**config.mk**
```make
export PLATFORM = sky130hd
export DESIGN_NAME = ile_ctrl
export DESIGN_NICKNAME = d
export VERILOG_FILES = /design/src/ile_pkg.sv /design/src/ile_ctrl.sv
export SDC_FILE = /design/constraint.sdc
export NUM_CORES = 1
export LEC_CHECK = 0
export BUFFER_PORTS_ARGS = -buffer_cell sky130_fd_sc_hd__buf_2
export CORE_AREA = 2 2 180 182
export DETAILED_ROUTE_END_ITERATION = 8
export DIE_AREA = 0 0 182 184
export GPL_TIMING_DRIVEN = 0
export SLEW_MARGIN = 20
export SYNTH_ARGS = -nofsm -noshare
export SYNTH_HDL_FRONTEND = slang
export SYNTH_SLANG_ARGS = --single-unit
```
**constraint.sdc**
```tcl
create_clock -name clock -period 5.7 [get_ports clock]
set_clock_uncertainty 0.1 [all_clocks]
set_input_delay 0.57 -clock clock [delete_from_list [all_inputs] [get_ports clock]]
set_output_delay 0.57 -clock clock [all_outputs]
set_load 0.03 [all_outputs]
```
**src/ile_pkg.sv**
```systemverilog
`timescale 1ns / 1ps

package ile_pkg;

   localparam int CAPACITY   = 64;
   localparam int WORD_WIDTH = 32;

   // Port field widths
   localparam int TYPE_W   = 3;
   localparam int POS_W    = 6;
   localparam int VALUE_W  = 32;
   localparam int STATUS_W = 3;
   localparam int COUNT_W  = 7;

   // Internal widths derived from capacity
   localparam int IDX_W = (CAPACITY > 1) ? $clog2(CAPACITY) : 1;
   localparam int CNT_W = $clog2(CAPACITY + 1);
   // Compare width wide enough for position + 1 and the count
   localparam int CMP_W = (CNT_W > POS_W) ? CNT_W + 1 : POS_W + 1;

   typedef enum logic [TYPE_W-1:0] {
      OP_APPEND = 3'd0,
      OP_INSERT = 3'd1,
      OP_GET    = 3'd2,
      OP_SET    = 3'd3,
      OP_POP    = 3'd4,
      OP_DELETE = 3'd5,
      OP_TOP    = 3'd6,
      OP_FIND   = 3'd7
   } op_type;

   typedef enum logic [STATUS_W-1:0] {
      ST_OK       = 3'd0,
      ST_FULL     = 3'd1,
      ST_EMPTY    = 3'd2,
      ST_BADPOS   = 3'd3,
      ST_NOTFOUND = 3'd4
   } status_type;

   typedef enum logic [1:0] {
      CMD_HOLD   = 2'd0,
      CMD_WRITE  = 2'd1,
      CMD_INSERT = 2'd2,
      CMD_DELETE = 2'd3
   } cmd_kind_type;

   // Broadcast to every cell of the row
   typedef struct packed {
      cmd_kind_type          kind;
      logic [IDX_W-1:0]      lo;
      logic [IDX_W-1:0]      hi;
      logic [IDX_W-1:0]      rd_sel;
      logic [WORD_WIDTH-1:0] value;
   } cell_cmd_type;

endpackage

```
**src/ile_ctrl.sv**
```systemverilog
`timescale 1ns / 1ps

module ile_ctrl (
   input  logic                           clock,
   input  logic                           reset,
   input  logic                           req_valid,
   output logic                           req_stall,
   input  logic [ile_pkg::TYPE_W-1:0]     req_type,
   input  logic [ile_pkg::POS_W-1:0]      req_position,
   input  logic [ile_pkg::CAPACITY-1:0]   hits,
   input  logic [ile_pkg::WORD_WIDTH-1:0] rd_word,
   input  logic [ile_pkg::WORD_WIDTH-1:0] req_word,
   output ile_pkg::cell_cmd_type          cmd,
   output logic [ile_pkg::CNT_W-1:0]      count,
   output logic                           rsp_valid,
   input  logic                           rsp_stall,
   output logic [ile_pkg::VALUE_W-1:0]    rsp_read_value,
   output logic [ile_pkg::POS_W-1:0]      rsp_found_position,
   output logic [ile_pkg::STATUS_W-1:0]   rsp_status,
   output logic [ile_pkg::COUNT_W-1:0]    rsp_item_count
);

   localparam int CMP_W = ile_pkg::CMP_W;
   localparam int IDX_W = ile_pkg::IDX_W;
   localparam int CNT_W = ile_pkg::CNT_W;

   logic                           pending_ff, pending_in;
   ile_pkg::op_type                op_ff, op_in;
   logic [ile_pkg::POS_W-1:0]      pos_ff, pos_in;
   logic [ile_pkg::WORD_WIDTH-1:0] value_ff, value_in;
   logic [ile_pkg::CAPACITY-1:0]   hits_ff, hits_in;
   logic [CNT_W-1:0]               count_ff, count_in;
   logic                           rsp_valid_ff, rsp_valid_in;
   logic [ile_pkg::VALUE_W-1:0]    read_ff, read_in;
   logic [ile_pkg::POS_W-1:0]      fpos_ff, fpos_in;
   ile_pkg::status_type            status_ff, status_in;
   logic [ile_pkg::COUNT_W-1:0]    icount_ff, icount_in;

   logic                           accept, exec, rd_en;
   logic [CMP_W-1:0]               nx, px, capx;
   logic [IDX_W-1:0]               n_idx, n_m1, pos_idx, enc;
   logic [CNT_W-1:0]               cnt_next;
   logic [ile_pkg::CAPACITY-1:0]   first_hot;
   ile_pkg::cell_cmd_type          cmd_raw;
   ile_pkg::status_type            status_next;

   assign req_stall = pending_ff;
   assign accept    = req_valid && !req_stall;
   assign exec      = pending_ff && (!rsp_valid_ff || !rsp_stall);

   assign nx      = CMP_W'(count_ff);
   assign px      = CMP_W'(pos_ff);
   assign capx    = CMP_W'(ile_pkg::CAPACITY);
   assign n_idx   = IDX_W'(count_ff);
   assign n_m1    = IDX_W'(count_ff - CNT_W'(1));
   assign pos_idx = IDX_W'(pos_ff);

   // lowest set hit: isolate it, then encode the one-hot word
   assign first_hot = hits_ff & (~hits_ff + ile_pkg::CAPACITY'(1));

   always_comb begin
      enc = '0;
      for (int i = 0; i < ile_pkg::CAPACITY; i++) begin
         if (first_hot[i]) enc = enc | IDX_W'(i);
      end
   end

   always_comb begin
      cmd_raw.kind   = ile_pkg::CMD_HOLD;
      cmd_raw.lo     = pos_idx;
      cmd_raw.hi     = n_m1;
      cmd_raw.rd_sel = pos_idx;
      cmd_raw.value  = value_ff;
      status_next    = ile_pkg::ST_OK;
      rd_en          = 1'b0;
      cnt_next       = count_ff;
      fpos_in        = '0;
      unique case (op_ff)
         ile_pkg::OP_APPEND: begin
            if (nx >= capx) status_next = ile_pkg::ST_FULL;
            else begin
               cmd_raw.kind = ile_pkg::CMD_WRITE;
               cmd_raw.lo   = n_idx;
               cnt_next     = count_ff + CNT_W'(1);
            end
         end
         ile_pkg::OP_INSERT: begin
            if (px > nx) status_next = ile_pkg::ST_BADPOS;
            else if (nx >= capx) status_next = ile_pkg::ST_FULL;
            else begin
               cmd_raw.kind = ile_pkg::CMD_INSERT;
               cmd_raw.hi   = n_idx;
               cnt_next     = count_ff + CNT_W'(1);
            end
         end
         ile_pkg::OP_GET: begin
            if (px >= nx) status_next = ile_pkg::ST_BADPOS;
            else rd_en = 1'b1;
         end
         ile_pkg::OP_SET: begin
            if (px >= capx) status_next = ile_pkg::ST_BADPOS;
            else begin
               cmd_raw.kind = ile_pkg::CMD_WRITE;
               if (px >= nx) cnt_next = CNT_W'(px + CMP_W'(1));
            end
         end
         ile_pkg::OP_POP: begin
            if (count_ff == '0) status_next = ile_pkg::ST_EMPTY;
            else begin
               cmd_raw.kind   = ile_pkg::CMD_DELETE;
               cmd_raw.lo     = n_m1;
               cmd_raw.rd_sel = n_m1;
               rd_en          = 1'b1;
               cnt_next       = count_ff - CNT_W'(1);
            end
         end
         ile_pkg::OP_DELETE: begin
            if (count_ff == '0) status_next = ile_pkg::ST_EMPTY;
            else if (px >= nx) status_next = ile_pkg::ST_BADPOS;
            else begin
               cmd_raw.kind = ile_pkg::CMD_DELETE;
               cnt_next     = count_ff - CNT_W'(1);
            end
         end
         ile_pkg::OP_TOP: begin
            if (count_ff == '0) status_next = ile_pkg::ST_EMPTY;
            else begin
               cmd_raw.rd_sel = n_m1;
               rd_en          = 1'b1;
            end
         end
         ile_pkg::OP_FIND: begin
            if (hits_ff == '0) status_next = ile_pkg::ST_NOTFOUND;
            else fpos_in = ile_pkg::POS_W'(enc);
         end
      endcase
   end

   always_comb begin
      cmd = cmd_raw;
      if (!exec) cmd.kind = ile_pkg::CMD_HOLD;
   end

   always_comb begin
      pending_in   = pending_ff;
      op_in        = op_ff;
      pos_in       = pos_ff;
      value_in     = value_ff;
      hits_in      = hits_ff;
      count_in     = count_ff;
      rsp_valid_in = rsp_valid_ff && rsp_stall;
      read_in      = read_ff;
      status_in    = status_ff;
      icount_in    = icount_ff;
      if (accept) begin
         pending_in = 1'b1;
         op_in      = ile_pkg::op_type'(req_type);
         pos_in     = req_position;
         value_in   = req_word;
         hits_in    = hits;
      end
      if (exec) begin
         pending_in   = 1'b0;
         count_in     = cnt_next;
         rsp_valid_in = 1'b1;
         read_in      = rd_en ? ile_pkg::VALUE_W'(rd_word) : '0;
         status_in    = status_next;
         icount_in    = ile_pkg::COUNT_W'(cnt_next);
      end
   end

   always_ff @(posedge clock) begin
      if (reset) begin
         pending_ff   <= 1'b0;
         count_ff     <= '0;
         rsp_valid_ff <= 1'b0;
         op_ff        <= ile_pkg::OP_APPEND;
      end else begin
         pending_ff   <= pending_in;
         count_ff     <= count_in;
         rsp_valid_ff <= rsp_valid_in;
         op_ff        <= op_in;
      end
      pos_ff    <= pos_in;
      value_ff  <= value_in;
      hits_ff   <= hits_in;
      read_ff   <= read_in;
      status_ff <= status_in;
      icount_ff <= icount_in;
      if (exec) fpos_ff <= fpos_in;
   end

   assign count              = count_ff;
   assign rsp_valid          = rsp_valid_ff;
   assign rsp_read_value     = read_ff;
   assign rsp_found_position = fpos_ff;
   assign rsp_status         = status_ff;
   assign rsp_item_count     = icount_ff;

endmodule

```
==> impl_metrics.py <==
metrics = {
    "cts": {
        "cts_max_path_buffers": 2,
        "post_cts_buffers": 0,
        "clock_sinks": 162,
        "clockRootBuffer": "clkbuf_16",
        "cts_resized": 0,
        "hold_buffers": 0,
        "clk_latency_ns": 0.44,
        "htree_num_levels": 4,
        "tritoncts": "built",
        "clk_pin_slew_ns": 0.07,
        "cts_inserted_buffers": 17,
    },
    "placement": {
        "placed_cells": 1334,
        "port-buffer-count": 248,
        "place_congestion": 0.906,
        "dpl-instance-area_um2": 9640,
        "place_ws_ns": 1.71,
        "dpl.hpwl_um": 18500,
    },
    "sta": {
        "final.setup.worst_slack_ns": 1.21,
        "maxSlewViolCount": 0,
        "max_freq_ghz": 0.223,
        "min_period_ns": 4.49,
        "rsz0062_at_grt": "false",
        "final-setup-viol-count": 0,
        "worstMarginPinSlew_ns": 0.921,
        "maxSlewHeadroom_pct": 37.0,
        "finalSetupTns_ns": 0,
        "min_period_over_period_pct": 78.8,
        "final_hold_viol_count": 0,
    },
    "layout": {
        "multi_input_area_um2": 2880,
        "finalNonFillerCells": 1371,
        "area_growth_syn_to_layout_pct": 30.2,
        "seqCellArea_um2": 4740,
        "num-nets-final": 1101,
        "fin_util_pct": 32.4,
        "final_area_um2": 10200,
        "fill_cells": 3259,
        "mostFrequentLayoutCell": "buf_2",
        "final_cell_mix": "buf_2 (250), edfxtp_1 (150), nor2_1 (60)",
        "drive_gt1_share_pct": 30.9,
    },
    "floorplan": {
        "rows": 65,
        "die_y_um": 184,
        "dieArea_um2": 33500,
        "core_area_um2": 31400,
        "start_util_pct": 24.9,
        "chipWidth_um": 182,
        "ios": 250,
    },
    "detailed_routing": {
        "drt_iter0_markers": 458,
        "antenna_left": 0,
        "route.vias.total": 6609,
        "drcViolationCount": 0,
        "viasPerCell": 4.82,
        "dr.pass1.iters": 5,
        "routedWlPerCell_um": 17.3,
        "drt_wl_total_um": 23800,
    },
    "setup_path": {
        "slowest_delay_ns": 0.48,
        "path_buf_inv": 4,
        "crit_type": "reg2out",
        "slowest_stage": "dfxtp_1",
        "required_ns": 5.03,
        "worst_setup_path_start_kind": "flip-flop",
        "path_max_fanout": 10,
        "cp_cell_sequence": "clkbuf_1 > clkinv_1 > ha_1 > or3b_4 > or4_4 > clkbuf_1 > nand3_1 > o21ai_0 > buf_2",
        "cp_top_family": "buffers and inverters",
        "cp_data_arrival_time_ns": 3.82,
        "cpMostUsedCell": "clkbuf_1",
        "worstSetupEndpointType": "primary output",
    },
    "synthesis": {
        "syn_nets": 831,
        "synth-seq-cells": 162,
        "synth_flop_cell": "edfxtp_1",
        "synthArstFlopShare_pct": 0,
        "netlist_area_um2": 7820,
        "netlist_instances": 681,
        "ys_warn_count": 0,
        "synth_area_per_cell_um2": 11.5,
        "synth_edf_count": 150,
        "synth_seq_area_share_pct": 60.7,
        "synth.distinct_cells": 73,
    },
    "global_route": {
        "grt_overflow": 0,
        "grt_pass1_vias": 6320,
        "grt_pass1_wl_um": 35700,
        "antenna_found_initial": 8,
        "track_usage_pct": 14.1,
        "grt_max_degree": 55,
    },
    "worst_hold_path": {
        "hold_path.class": "in2reg",
    },
    "power": {
        "vdd_drop_max_uv": 194,
        "p_leak_nw": 3.88,
        "cellPowerDensity_nw_per_um2": 297,
    },
    "outcome": {
        "outcome": "complete, no violations",
    },
    "run": {
        "maxCapViolations": 0,
    },
}
## logic make-up (layout without fill, tap and decap cells)
kind of cell               after synthesis  in the layout  share of synthesized area [%]
AOI/OAI and AO/OA                      153            153                           13.0
xor gates and xnor gates                16             16                           1.79
adders and majority gates                9              9                           1.44
buffers and inverters                   51            333                           2.58
DFF                                    162            162                           60.7
muxes                                    2              2                          0.256
other                                    0              6                              0
and+or+nand+nor                        288            288                           20.2
## cell type report
class                      instances  share of cell area (%)
sequential                       162                    46.6
multi-input combinational        468                    28.2
timing repair buffer             251                    12.9
tap                              402                    4.94
clock buffer                      22                    4.36
inverter                          28                    1.04
buffer                            23                   0.983
clock inverter                     9                   0.811
antenna                            6                   0.147
## worst paths after layout
check,cells past startpoint,startpoint,end,slack [ns]
worst max-delay path,9,count[0]$_SDFFE_PP0P_,cmd[32],1.21
worst min-delay path,1,hits[61],hits_ff[61]$_DFFE_PP_,0.20
worst max register to register,10,count[0]$_SDFFE_PP0P_,rsp_item_count[3]$_DFFE_PP_,1.98
worst min register to register,2,rsp_valid$_SDFF_PP0_,rsp_valid$_SDFF_PP0_,0.42
## synth_stat cells (14+ instances only)
library cell	instances	area [um2]
nand3_1	29	145
edfxtp_1	150	4500
o22ai_1	14	87.6
inv_1	23	86.3
nand4_1	14	87.6
o21ai_0	18	90.1
nor2_1	60	225
clkbuf_1	18	67.6
a21oi_1	37	185
and2_1	36	225
nor4_1	15	93.8
nor3_1	32	160
nand2_1	35	131
## report_power, final
group | internal (mW) | total [mW] | switching [mW]
combinational | 0.170 | 0.520 | 0.350
clock | 0.597 | 1.06 | 0.464
sequential | 1.39 | 1.45 | 0.0532
total | 2.16 | 3.03 | 0.867
## state kept, by name, indices dropped and copies added (netlist names)
name                count
op_ff                   3
count                   7
value_ff               32
rsp_found_position      6
rsp_item_count          7
rsp_read_value         32
req_stall               1
hits_ff                64
pos_ff                  6
rsp_status              3
rsp_valid               1
## through the flow
| step | hold slack, ns | total power [mW] |
|---|---|---|
| 2_1_floorplan | 0.536 | 1.80 |
| 3_3_place_gp | 0.403 | 1.99 |
| 3_5_place_dp | 0.411 | 1.99 |
| 4_1_cts | 0.173 | 3.07 |
| 5_1_grt | 0.172 | 3.16 |
| 6_report | 0.203 | 3.03 |
## metal layers
metal  GRT usage [%]  wire (um)  vias up
met4            6.45        554        6
met5               0         28        -
met3            4.10       1730       41
met2            21.4      10700      277
met1            18.4      10700     3108
li1                -          -     3177
(Power assumes the default switching activity.)
