--- config.mk ---
export PLATFORM = sky130hd
export DESIGN_NAME = ile_cell
export DESIGN_NICKNAME = d
export VERILOG_FILES = /design/src/ile_pkg.sv /design/src/ile_cell.sv
export SDC_FILE = /design/constraint.sdc
export NUM_CORES = 1
export LEC_CHECK = 0
export BUFFER_PORTS_ARGS = -buffer_cell sky130_fd_sc_hd__buf_4
export CORE_MARGIN = 2
export CORE_UTILIZATION = 28
export DETAILED_ROUTE_END_ITERATION = 7
export PLACE_DENSITY = 0.63
export SLEW_MARGIN = 30
export SYNTH_ARGS = -nofsm -noshare
export SYNTH_HDL_FRONTEND = slang
export SYNTH_SLANG_ARGS = --single-unit
--- constraint.sdc ---
create_clock -name clock -period 3.8 [get_ports clock]
set_input_delay 0.76 -clock clock [delete_from_list [all_inputs] [get_ports clock]]
set_output_delay 0.76 -clock clock [all_outputs]
set_load 0.1 [all_outputs]
--- src/ile_pkg.sv ---
`timescale 1ns / 1ps

package ile_pkg;

   localparam int CAPACITY   = 64;
   localparam int WORD_WIDTH = 32;

   // Port field widths
   localparam int TYPE_W   = 3;
   localparam int POS_W    = 6;
   localparam int VALUE_W  = 32;
   localparam int STATUS_W = 3;
   localparam int COUNT_W  = 7;

   // Internal widths derived from capacity
   localparam int IDX_W = (CAPACITY > 1) ? $clog2(CAPACITY) : 1;
   localparam int CNT_W = $clog2(CAPACITY + 1);
   // Compare width wide enough for position + 1 and the count
   localparam int CMP_W = (CNT_W > POS_W) ? CNT_W + 1 : POS_W + 1;

   typedef enum logic [TYPE_W-1:0] {
      OP_APPEND = 3'd0,
      OP_INSERT = 3'd1,
      OP_GET    = 3'd2,
      OP_SET    = 3'd3,
      OP_POP    = 3'd4,
      OP_DELETE = 3'd5,
      OP_TOP    = 3'd6,
      OP_FIND   = 3'd7
   } op_type;

   typedef enum logic [STATUS_W-1:0] {
      ST_OK       = 3'd0,
      ST_FULL     = 3'd1,
      ST_EMPTY    = 3'd2,
      ST_BADPOS   = 3'd3,
      ST_NOTFOUND = 3'd4
   } status_type;

   typedef enum logic [1:0] {
      CMD_HOLD   = 2'd0,
      CMD_WRITE  = 2'd1,
      CMD_INSERT = 2'd2,
      CMD_DELETE = 2'd3
   } cmd_kind_type;

   // Broadcast to every cell of the row
   typedef struct packed {
      cmd_kind_type          kind;
      logic [IDX_W-1:0]      lo;
      logic [IDX_W-1:0]      hi;
      logic [IDX_W-1:0]      rd_sel;
      logic [WORD_WIDTH-1:0] value;
   } cell_cmd_type;

endpackage

--- src/ile_cell.sv ---
`timescale 1ns / 1ps

module ile_cell (
   input  logic                           clock,
   input  logic                           reset,
   input  logic [ile_pkg::IDX_W-1:0]      cell_index,
   input  ile_pkg::cell_cmd_type          cmd,
   input  logic [ile_pkg::WORD_WIDTH-1:0] left_word,
   input  logic [ile_pkg::WORD_WIDTH-1:0] right_word,
   input  logic [ile_pkg::WORD_WIDTH-1:0] find_value,
   input  logic [ile_pkg::CNT_W-1:0]      count,
   output logic [ile_pkg::WORD_WIDTH-1:0] word,
   output logic                           hit,
   output logic [ile_pkg::WORD_WIDTH-1:0] rd_word
);

   logic [ile_pkg::WORD_WIDTH-1:0] word_ff;
   logic [ile_pkg::WORD_WIDTH-1:0] word_in;

   always_comb begin
      word_in = word_ff;
      unique case (cmd.kind)
         ile_pkg::CMD_HOLD: begin
            word_in = word_ff;
         end
         ile_pkg::CMD_WRITE: begin
            if (cell_index == cmd.lo) word_in = cmd.value;
         end
         ile_pkg::CMD_INSERT: begin
            // take the left neighbor inside the moved range
            if (cell_index == cmd.lo) word_in = cmd.value;
            else if (cell_index > cmd.lo && cell_index <= cmd.hi) word_in = left_word;
         end
         ile_pkg::CMD_DELETE: begin
            // take the right neighbor, clear the freed tail entry
            if (cell_index == cmd.hi) word_in = '0;
            else if (cell_index >= cmd.lo && cell_index < cmd.hi) word_in = right_word;
         end
      endcase
   end

   always_ff @(posedge clock) begin
      if (reset) word_ff <= '0;
      else       word_ff <= word_in;
   end

   assign word    = word_ff;
   assign hit     = (word_ff == find_value) &&
                    (ile_pkg::CNT_W'(cell_index) < count);
   assign rd_word = (cell_index == cmd.rd_sel) ? word_ff : '0;

endmodule

==> results of run 1 <==
-- logic make-up after synthesis --
logic type	after synthesis	synth area share, %
AO/OA/AOI/OAI	88	28.6
buffers and inverters	81	11.0
AND/OR/NAND/NOR	65	12.5
XOR/XNOR	38	10.3
multiplexers	32	11.1
flip-flops	32	19.8
adder cells (fa/ha/maj)	17	6.58
-- synthesized netlist by cell type (all sizes together), types with 2 or more instances --
library cell and number:
nand3 3, nor4 32, ha 17, nand4 11, a21oi 4, dfxtp 32
xor2 3, mux2 31, a21o 5, o22ai 32, buf 9, o32ai 2
xnor2 35, a211oi 3, nand2b 3, nand2 6, nor3 2, nor2 5
clkbuf 18, inv 53, a222oi 32
-- per-stage QoR --
step	hold slack (ns)	worst slack (ns)	utilization, %	power, mW
after detailed placement	0.523	0.547	45.3	1.10
after global placement	0.521	0.572	45.3	1.09
after floorplan	0.833	-1.10	-	0.842
after CTS	0.531	0.539	46.7	1.57
final	0.531	0.596	46.7	1.56
after global routing	0.566	0.475	46.7	1.62
-- worst paths after layout --
check                       from  endpoint  slack [ns]  cells past startpoint
setup / recovery  find_value[27]       hit        0.60                      7
hold / removal          word[25]  word[25]        0.53                      2
setup reg to reg        word[24]  word[24]        2.93                      2
hold reg to reg         word[25]  word[25]        0.53                      2
-- per-layer routing --
| layer | up-vias | global-route usage, % | routed length (um) |
|---|---|---|---|
| met2 | 185 | 37.0 | 6570 |
| met3 | 13 | 5.33 | 1060 |
| met4 | 0 | 4.94 | 152 |
| met1 | 1785 | 25.7 | 5720 |
| li1 | 1809 | - | - |
| met5 | - | 0 | 0 |
-- layout make-up --
type | count | area [um2]
Sequential cell | 32 | 641
Tap cell | 143 | 179
Clock buffer | 6 | 129
Inverter | 54 | 203
Clock inverter | 2 | 35.0
Timing Repair Buffer | 239 | 1790
Fill cell | 1115 | 6030
Multi-Input combinational cell | 240 | 2310
-- layout by cell type, fill, tap and decap left out, types with 2 or more instances in the layout --
| master | n |
|---|---|
| sky130_fd_sc_hd__a211oi_1 | 3 |
| sky130_fd_sc_hd__nor2_1 | 3 |
| sky130_fd_sc_hd__nand4_1 | 10 |
| sky130_fd_sc_hd__nand3_1 | 3 |
| sky130_fd_sc_hd__buf_4 | 239 |
| sky130_fd_sc_hd__nand2b_1 | 3 |
| sky130_fd_sc_hd__a21oi_1 | 4 |
| sky130_fd_sc_hd__xor2_4 | 2 |
| sky130_fd_sc_hd__xnor2_1 | 35 |
| sky130_fd_sc_hd__o22ai_1 | 2 |
| sky130_fd_sc_hd__nor4_1 | 32 |
| sky130_fd_sc_hd__clkbuf_16 | 5 |
| sky130_fd_sc_hd__dfxtp_1 | 32 |
| sky130_fd_sc_hd__a21o_1 | 5 |
| sky130_fd_sc_hd__inv_1 | 53 |
| sky130_fd_sc_hd__mux2_2 | 31 |
| sky130_fd_sc_hd__o22ai_2 | 30 |
| sky130_fd_sc_hd__ha_1 | 17 |
| sky130_fd_sc_hd__o32ai_1 | 2 |
| sky130_fd_sc_hd__a222oi_1 | 32 |
| sky130_fd_sc_hd__nand2_1 | 6 |
-- power groups by stage --
| stage | combinational [mW] | sequential (mW) | clock (mW) |
|---|---|---|---|
| 3_3_place_gp | 0.693 | 0.398 | 0 |
| 4_1_cts | 0.703 | 0.391 | 0.477 |
| 2_1_floorplan | 0.275 | 0.567 | 0 |
| 3_5_place_dp | 0.701 | 0.398 | 0 |
| 6_report | 0.701 | 0.391 | 0.466 |
| 5_1_grt | 0.744 | 0.394 | 0.487 |
-- worst min-delay path, cell delays in order (launching register included) --
cell and delay [ns]:
sky130_fd_sc_hd__dfxtp_1 0.32, sky130_fd_sc_hd__inv_1 0.08, sky130_fd_sc_hd__o22ai_1 0.08
==> impl_summary.log, run 1 <==
[metrics] Yosys cell types: 42
[metrics] biggest fanout along the worst timing path: 1
[metrics] growth of design area from synthesis to finish: 63.6%
[metrics] CP peak stage delay: 0.41 ns
[metrics] count of hold-fix buffers inserted at cts: 0
[metrics] Static Leak: 2.28 nW
[metrics] CP delay by family, top: simple AND/OR/NAND/NOR gates
[metrics] number of flip-flops and latches in the synthesized netlist: 32
[metrics] Routed wire per std cell: ~19 um
[metrics] cell repeated most along the worst path: sky130_fd_sc_hd__buf_4
[metrics] max-slew violation total from the final report: 0
[metrics] count of port buffers added during placement: 227
[metrics] DRT iter0 DRCs: 282
[metrics] die span in x: ~110 um
[metrics] clock buffer depth: 2
[metrics] power density over cell area: about 290 nW/um2
[metrics] switching component of the power: 0.610 mW
[metrics] pin count of the biggest net entering global routing: 34
[metrics] cts bufs inserted: 5
[metrics] sequential cell area fraction in the yosys report: between 10% and 20%
[metrics] FP Rows: 39
[metrics] DRC viols: 0
[metrics] internal power component: 0.948 mW
[metrics] number of cells in the design after placement: 708
[metrics] relative contribution of the clock network to total power: 29.9%
[metrics] clock tree from TritonCTS: yes
[metrics] portion of synthesized cell area occupied by the leading cell type: 19.8%
[metrics] count of non-filler cells in the finished layout: 716
[metrics] vertical die dimension: 111 um
[metrics] final RePlAce weighted congestion: 0.884
[metrics] nature of the critical path endpoint: output pin
[metrics] Total GRT Usage: roughly a fifth
[metrics] main area contributors after synthesis: sky130_fd_sc_hd__dfxtp_1 20%, sky130_fd_sc_hd__o22ai_2 12%, sky130_fd_sc_hd__mux2_2 11%
[metrics] maximum clock rate: around 310 MHz
[metrics] latest clock arrival within the worst-skew pair: 0.28 ns
[metrics] flip-flop count of the largest register, all copies and words added: 32
[metrics] cell with the largest stage delay on the worst path: sky130_fd_sc_hd__nor4_1
[metrics] CP Buf/Inv Count: 2
[metrics] count of cells resized by post-cts repair: 0
[metrics] number of nets in the layout: 752
[metrics] proportion of power drawn by combinational gates: between 40% and 50%
[metrics] Top FF cell, synth: sky130_fd_sc_hd__dfxtp_1
[metrics] Final Instance Area: roughly 5300 um2
[metrics] Netlist Area Pre-Place: 3230 um2
[metrics] via count: 3792
[metrics] Core Area: between 10000 and 15000 um2
[metrics] Pre-antenna DRT Iters: 8
[metrics] average via count per standard cell: 5.30
[metrics] proportion of register bits with asynchronous set or reset after synthesis: 0%
[metrics] # Post-CTS Setup Buffers: 0
[metrics] clock tree root driver cell: sky130_fd_sc_hd__clkbuf_16
[metrics] Post-Synthesis Mean Instance Area: 9.16 um2
[metrics] antenna diode count: 0
[metrics] Post-Route WL: 13500 um
[metrics] I/O pin count: approximately 230
[metrics] post-route fraction of the period consumed by the critical path: 84.3%
[metrics] Arrival @ worst endpoint: 2.44 ns
[metrics] count of synthesis-stage warnings from yosys: 0
[metrics] sinks on the clock net: 32
[metrics] total die area: 12400 um2
[metrics] synthesized netlist cell count: 353
[metrics] most area-hungry cell type in the Yosys netlist: sky130_fd_sc_hd__dfxtp_1
[metrics] final clock skew: 0 ns
[metrics] fraction of final layout cells with drive strength greater than 1: 55.7%
[metrics] H-tree level count: 2
[metrics] global-route wire length before repair: 20800 um
[metrics] final critical-path required period: 3.20 ns
[metrics] starting density of the core: 28.5%
[metrics] worst ir drop on vdd: 176 uV
[metrics] required time of the critical path: 3.04 ns
[metrics] Worst Hold Class: reg -> reg
[metrics] outcome: finished clean
[metrics] Placed Area: 5120 um2
[metrics] syn nets: 533
[metrics] aggregate negative setup slack: 0 ns
[metrics] Antenna Violating Nets Remaining: 0
[metrics] max-cap viol count: 0
[metrics] register clock-pin slew on the reported worst setup and hold paths: 0.05 ns
[metrics] actual transition at the worst max-transition pin: around 0.94 ns
[metrics] number of global-route vias before repair: 3976
[metrics] class of the most critical setup path: in -> out
[metrics] net switching share of the total power: 39.2%
[metrics] initial antenna violation count: 0
[metrics] sequential power share: 25.1%
[metrics] element type at the critical path start: primary input
[metrics] setup violation total in the final timing report: 0
[metrics] cell-by-cell listing of the critical path: buf_4, xnor2_1, nand4_1, nor4_1, nand3_1, a41oi_2, buf_4
[metrics] total gr overflow: 0
[metrics] Max-slew headroom: 37.3%
[metrics] RSZ-0062 raised after global routing: false
[metrics] total half-perimeter wirelength after legalization and detailed placement: 10900 um
[metrics] Post-synth EDFFs: 0
[metrics] total count of hold-check failures in the final report: 0
(Power assumes the default switching activity.)
==> run 2, diff against run 1 <==
ABC_AREA = 1   (was not set)
PLACE_DENSITY = 0.64   (was 0.63)
clock period = 2.9 ns   (was 3.8 ns; I/O delays follow)
==> impl_summary.log, run 2 <==
[metrics] outcome: finished clean
[metrics] count of cells resized by post-cts repair: 0 (unchanged)
[metrics] latest clock arrival within the worst-skew pair: 0.28 ns (about the same)
[metrics] cts bufs inserted: 5 (unchanged)
[metrics] final critical-path required period: 2.71 ns
[metrics] # Post-CTS Setup Buffers: 0 (unchanged)
[metrics] maximum clock rate: 369 MHz
[metrics] startpoint of the lowest-slack register-to-register path: word[24]
[metrics] number of flip-flops and latches in the synthesized netlist: 32 (unchanged)
[metrics] leading cell types in the layout, fill and taps excluded: 236 x sky130_fd_sc_hd__buf_4, 149 x sky130_fd_sc_hd__nor2_1, 118 x sky130_fd_sc_hd__nand2_1
[metrics] post-layout utilization of the core: 44.9% (-1.8 points)
[metrics] synthesized netlist cell count: 656 (+86%)
[metrics] cell repeated most along the worst path: sky130_fd_sc_hd__buf_4
[metrics] total count of hold-check failures in the final report: 0 (unchanged)
[metrics] required time of the critical path: 2.32 ns (-0.72 ns)
[metrics] CP peak stage delay: 0.31 ns (-0.10 ns)
[metrics] number of cells in the design after placement: 1035 (+46%)
[metrics] fraction of final layout cells with drive strength greater than 1: 32.4% (-23 points)
[metrics] number of global-route vias before repair: 4275 (+7.5%)
[metrics] die span in x: 118 um (+6.0%)
[metrics] final RePlAce weighted congestion: 0.793 (-10%)
[metrics] proportion of register bits with asynchronous set or reset after synthesis: 0% (unchanged)
[metrics] final clock skew: 0 ns (unchanged)
[metrics] Yosys cell types: 29 (-31%)
[metrics] sinks on the clock net: 32 (unchanged)
[metrics] Worst Reg2Reg Path Length in Cells: 4 (+2)
[metrics] H-tree level count: 2 (unchanged)
[metrics] portion of synthesized cell area occupied by the leading cell type: 17.6% (-2.2 points)
[metrics] xor and xnor area share after synthesis: 5.05% (-5.3 points)
[metrics] Post-synth EDFFs: 0 (unchanged)
[metrics] share of synthesized cell area in and, or, nand and nor gates: 40.3% (+28 points)
[metrics] critical register-to-register path endpoint: word[24]
[metrics] worst ir drop on vdd: 225 uV (+28%)
[metrics] clock buffer depth: 2 (unchanged)
[metrics] class of the most critical setup path: in -> out
[metrics] cell-by-cell listing of the critical path: buf_4, ha_1, a21oi_1, nand2_1, nand4_1, o221ai_1, nor3_4, buf_4
[metrics] Netlist Area Pre-Place: 3640 um2 (+13%)
[metrics] FP Rows: 41 (+5.1%)
[metrics] Final Instance Area: 5690 um2 (+7.5%)
[metrics] flop2flop setup slack: 2.18 ns (-0.75 ns)
[metrics] count of port buffers added during placement: 227 (unchanged)
[metrics] Static Leak: 3.01 nW (+32%)
[metrics] DRC viols: 0 (unchanged)
[metrics] commonest non-fill, non-tap cell in the layout: sky130_fd_sc_hd__buf_4
[metrics] starting density of the core: 28.8% (+0.21 points)
[metrics] growth of design area from synthesis to finish: 56.0%
[metrics] max-slew violation total from the final report: 0 (unchanged)
[metrics] average via count per standard cell: 4.38 (-17%)
[metrics] via count: 4565 (+20%)
[metrics] Antenna Violating Nets Remaining: 0 (unchanged)
[metrics] register clock-pin slew on the reported worst setup and hold paths: 0.05 ns (about the same)
[metrics] count of hold-fix buffers inserted at cts: 0 (unchanged)
[metrics] Synth top cells by count: 149 x sky130_fd_sc_hd__nor2_1, 118 x sky130_fd_sc_hd__nand2_1, 96 x sky130_fd_sc_hd__inv_1, 52 x sky130_fd_sc_hd__o21ai_0, 42 x sky130_fd_sc_hd__nand3_1
[metrics] Worst Hold Class: reg -> reg
[metrics] nature of the critical path endpoint: output pin
[metrics] post-route fraction of the period consumed by the critical path: approximately 93%
[metrics] Critical Path Source: cell_index[2]
[metrics] cell with the largest stage delay on the worst path: sky130_fd_sc_hd__buf_4
[metrics] most area-hungry cell type in the Yosys netlist: sky130_fd_sc_hd__dfxtp_1
[metrics] Core Area: 12700 um2 (+12%)
[metrics] Max-slew headroom: 63.3% (+26 points)
[metrics] DRT iter0 DRCs: 198 (-30%)
[metrics] Cells on Worst Hold Path: 2 (unchanged)
[metrics] adder-cell area share of the yosys netlist: 5.84% (-0.74 points)
[metrics] clock tree from TritonCTS: yes
[metrics] Post-Synthesis Mean Instance Area: 5.55 um2 (-39%)
[metrics] biggest fanout along the worst timing path: 4 (+3)
[metrics] setup violation total in the final timing report: 0 (unchanged)
[metrics] Placed Area: 5520 um2 (+7.7%)
[metrics] pin count of the biggest net entering global routing: 41 (+21%)
[metrics] global-route wire length before repair: 21300 um (+2.0%)
[metrics] count of non-filler cells in the finished layout: 1043 (+46%)
[metrics] Hold Startpoint: word[19]
[metrics] post-synthesis mux area share: 0% (-11 points)
[metrics] power density over cell area: 397 nW/um2 (+35%)
[metrics] Total GRT Usage: 18.5% (-2.5 points)
[metrics] compound-cell area share of the yosys netlist: 15.5% (-13 points)
[metrics] actual transition at the worst max-transition pin: 0.551 ns (-0.388 ns)
[metrics] Top FF cell, synth: sky130_fd_sc_hd__dfxtp_1
[metrics] sequential cell area fraction in the yosys report: 17.6% (-2.2 points)
[metrics] element type at the critical path start: primary input
[metrics] antenna diode count: 0 (unchanged)
[metrics] post-route worst setup slack: 0.192 ns (-0.404 ns)
[metrics] initial antenna violation count: 0 (unchanged)
[metrics] Post-Route WL: 13500 um (-0.24%)
[metrics] Pre-antenna DRT Iters: 4 (-4)
[metrics] main area contributors after synthesis: sky130_fd_sc_hd__dfxtp_1 18%, sky130_fd_sc_hd__nor2_1 15%, sky130_fd_sc_hd__nand2_1 12%
[metrics] Setup WS pre-CTS: 0.213 ns (-0.334 ns)
[metrics] clock tree root driver cell: sky130_fd_sc_hd__clkbuf_16
[metrics] Routed wire per std cell: 12.9 um (-32%)
[metrics] PnR Total Power: 2.25 mW (+45%)
[metrics] Min-Delay Endpoint: word[19]
[metrics] number of nets in the layout: 1050 (+40%)
[metrics] vertical die dimension: 118 um (+6.0%)
[metrics] RSZ-0062 raised after global routing: false
[metrics] I/O pin count: 228 (unchanged)
[metrics] total gr overflow: 0 (unchanged)
[metrics] Arrival @ worst endpoint: 2.13 ns (-0.31 ns)
[metrics] aggregate negative setup slack: 0 ns (unchanged)
[metrics] total die area: 13900 um2 (+12%)
[metrics] syn nets: 836 (+57%)
[metrics] count of synthesis-stage warnings from yosys: 0 (unchanged)
[metrics] max-cap viol count: 0 (unchanged)
[metrics] Hold Slack: 0.512 ns (-0.0187 ns)
[metrics] count leader, synth: sky130_fd_sc_hd__nor2_1
[metrics] combinational family with the most area after synthesis: simple AND/OR/NAND/NOR gates
[metrics] total half-perimeter wirelength after legalization and detailed placement: 10900 um (+0.44%)
[metrics] flip-flop count of the largest register, all copies and words added: 32 (unchanged)
[run 2: final cells by class]
class,count,area [um2]
timing repair buffer,240,1850
fill,1374,6990
clock inverter,3,42.5
tap,172,215
clock buffer,5,125
multi-input combinational,494,2450
inverter,97,364
sequential,32,641
[run 2: worst max-delay path, delay by kind of cell]
family / cells / cell delay (ns)
and+or+nand+nor: 3 / 0.39
buffers and inverters: 2 / 0.44
adders and majority gates: 1 / 0.30
AOI/OAI and AO/OA: 2 / 0.41
[run 2: where the power goes]
part / leakage, nW / switching, mW / internal (mW)
logic: 2.66 / 0.723 / 0.394
clock network: 0.0798 / 0.187 / 0.403
registers: 0.265 / 0.0580 / 0.490
[run 2: how the worst max path moves through the flow]
stage / slack [ns] / depth (start not counted) / endpoint
global route: 0.13 / 8 / hit
finish: 0.19 / 8 / hit
floorplan: -0.31 / 5 / rd_word[10]
CTS: 0.21 / 8 / hit
detailed placement: 0.21 / 8 / hit
global placement: 0.22 / 8 / hit
[run 2: cell families (layout without fill, tap and decap cells)]
family / after synthesis / in the layout
AO/OA/AOI/OAI: 105 / 105
adder cells (fa/ha/maj): 17 / 17
flip-flops: 32 / 32
AND/OR/NAND/NOR: 351 / 351
buffers and inverters: 130 / 345
XOR/XNOR: 21 / 21
[run 2: per-layer routing]
| metal | GRT usage (%) | vias up | part of all wire (%) |
|---|---|---|---|
| met4 | 3.77 | 0 | 0.98 |
| met2 | 31.6 | 121 | 47 |
| met5 | 0 | - | 0 |
| met1 | 24.5 | 1972 | 47 |
| li1 | - | 2463 | - |
| met3 | 2.96 | 9 | 5.4 |
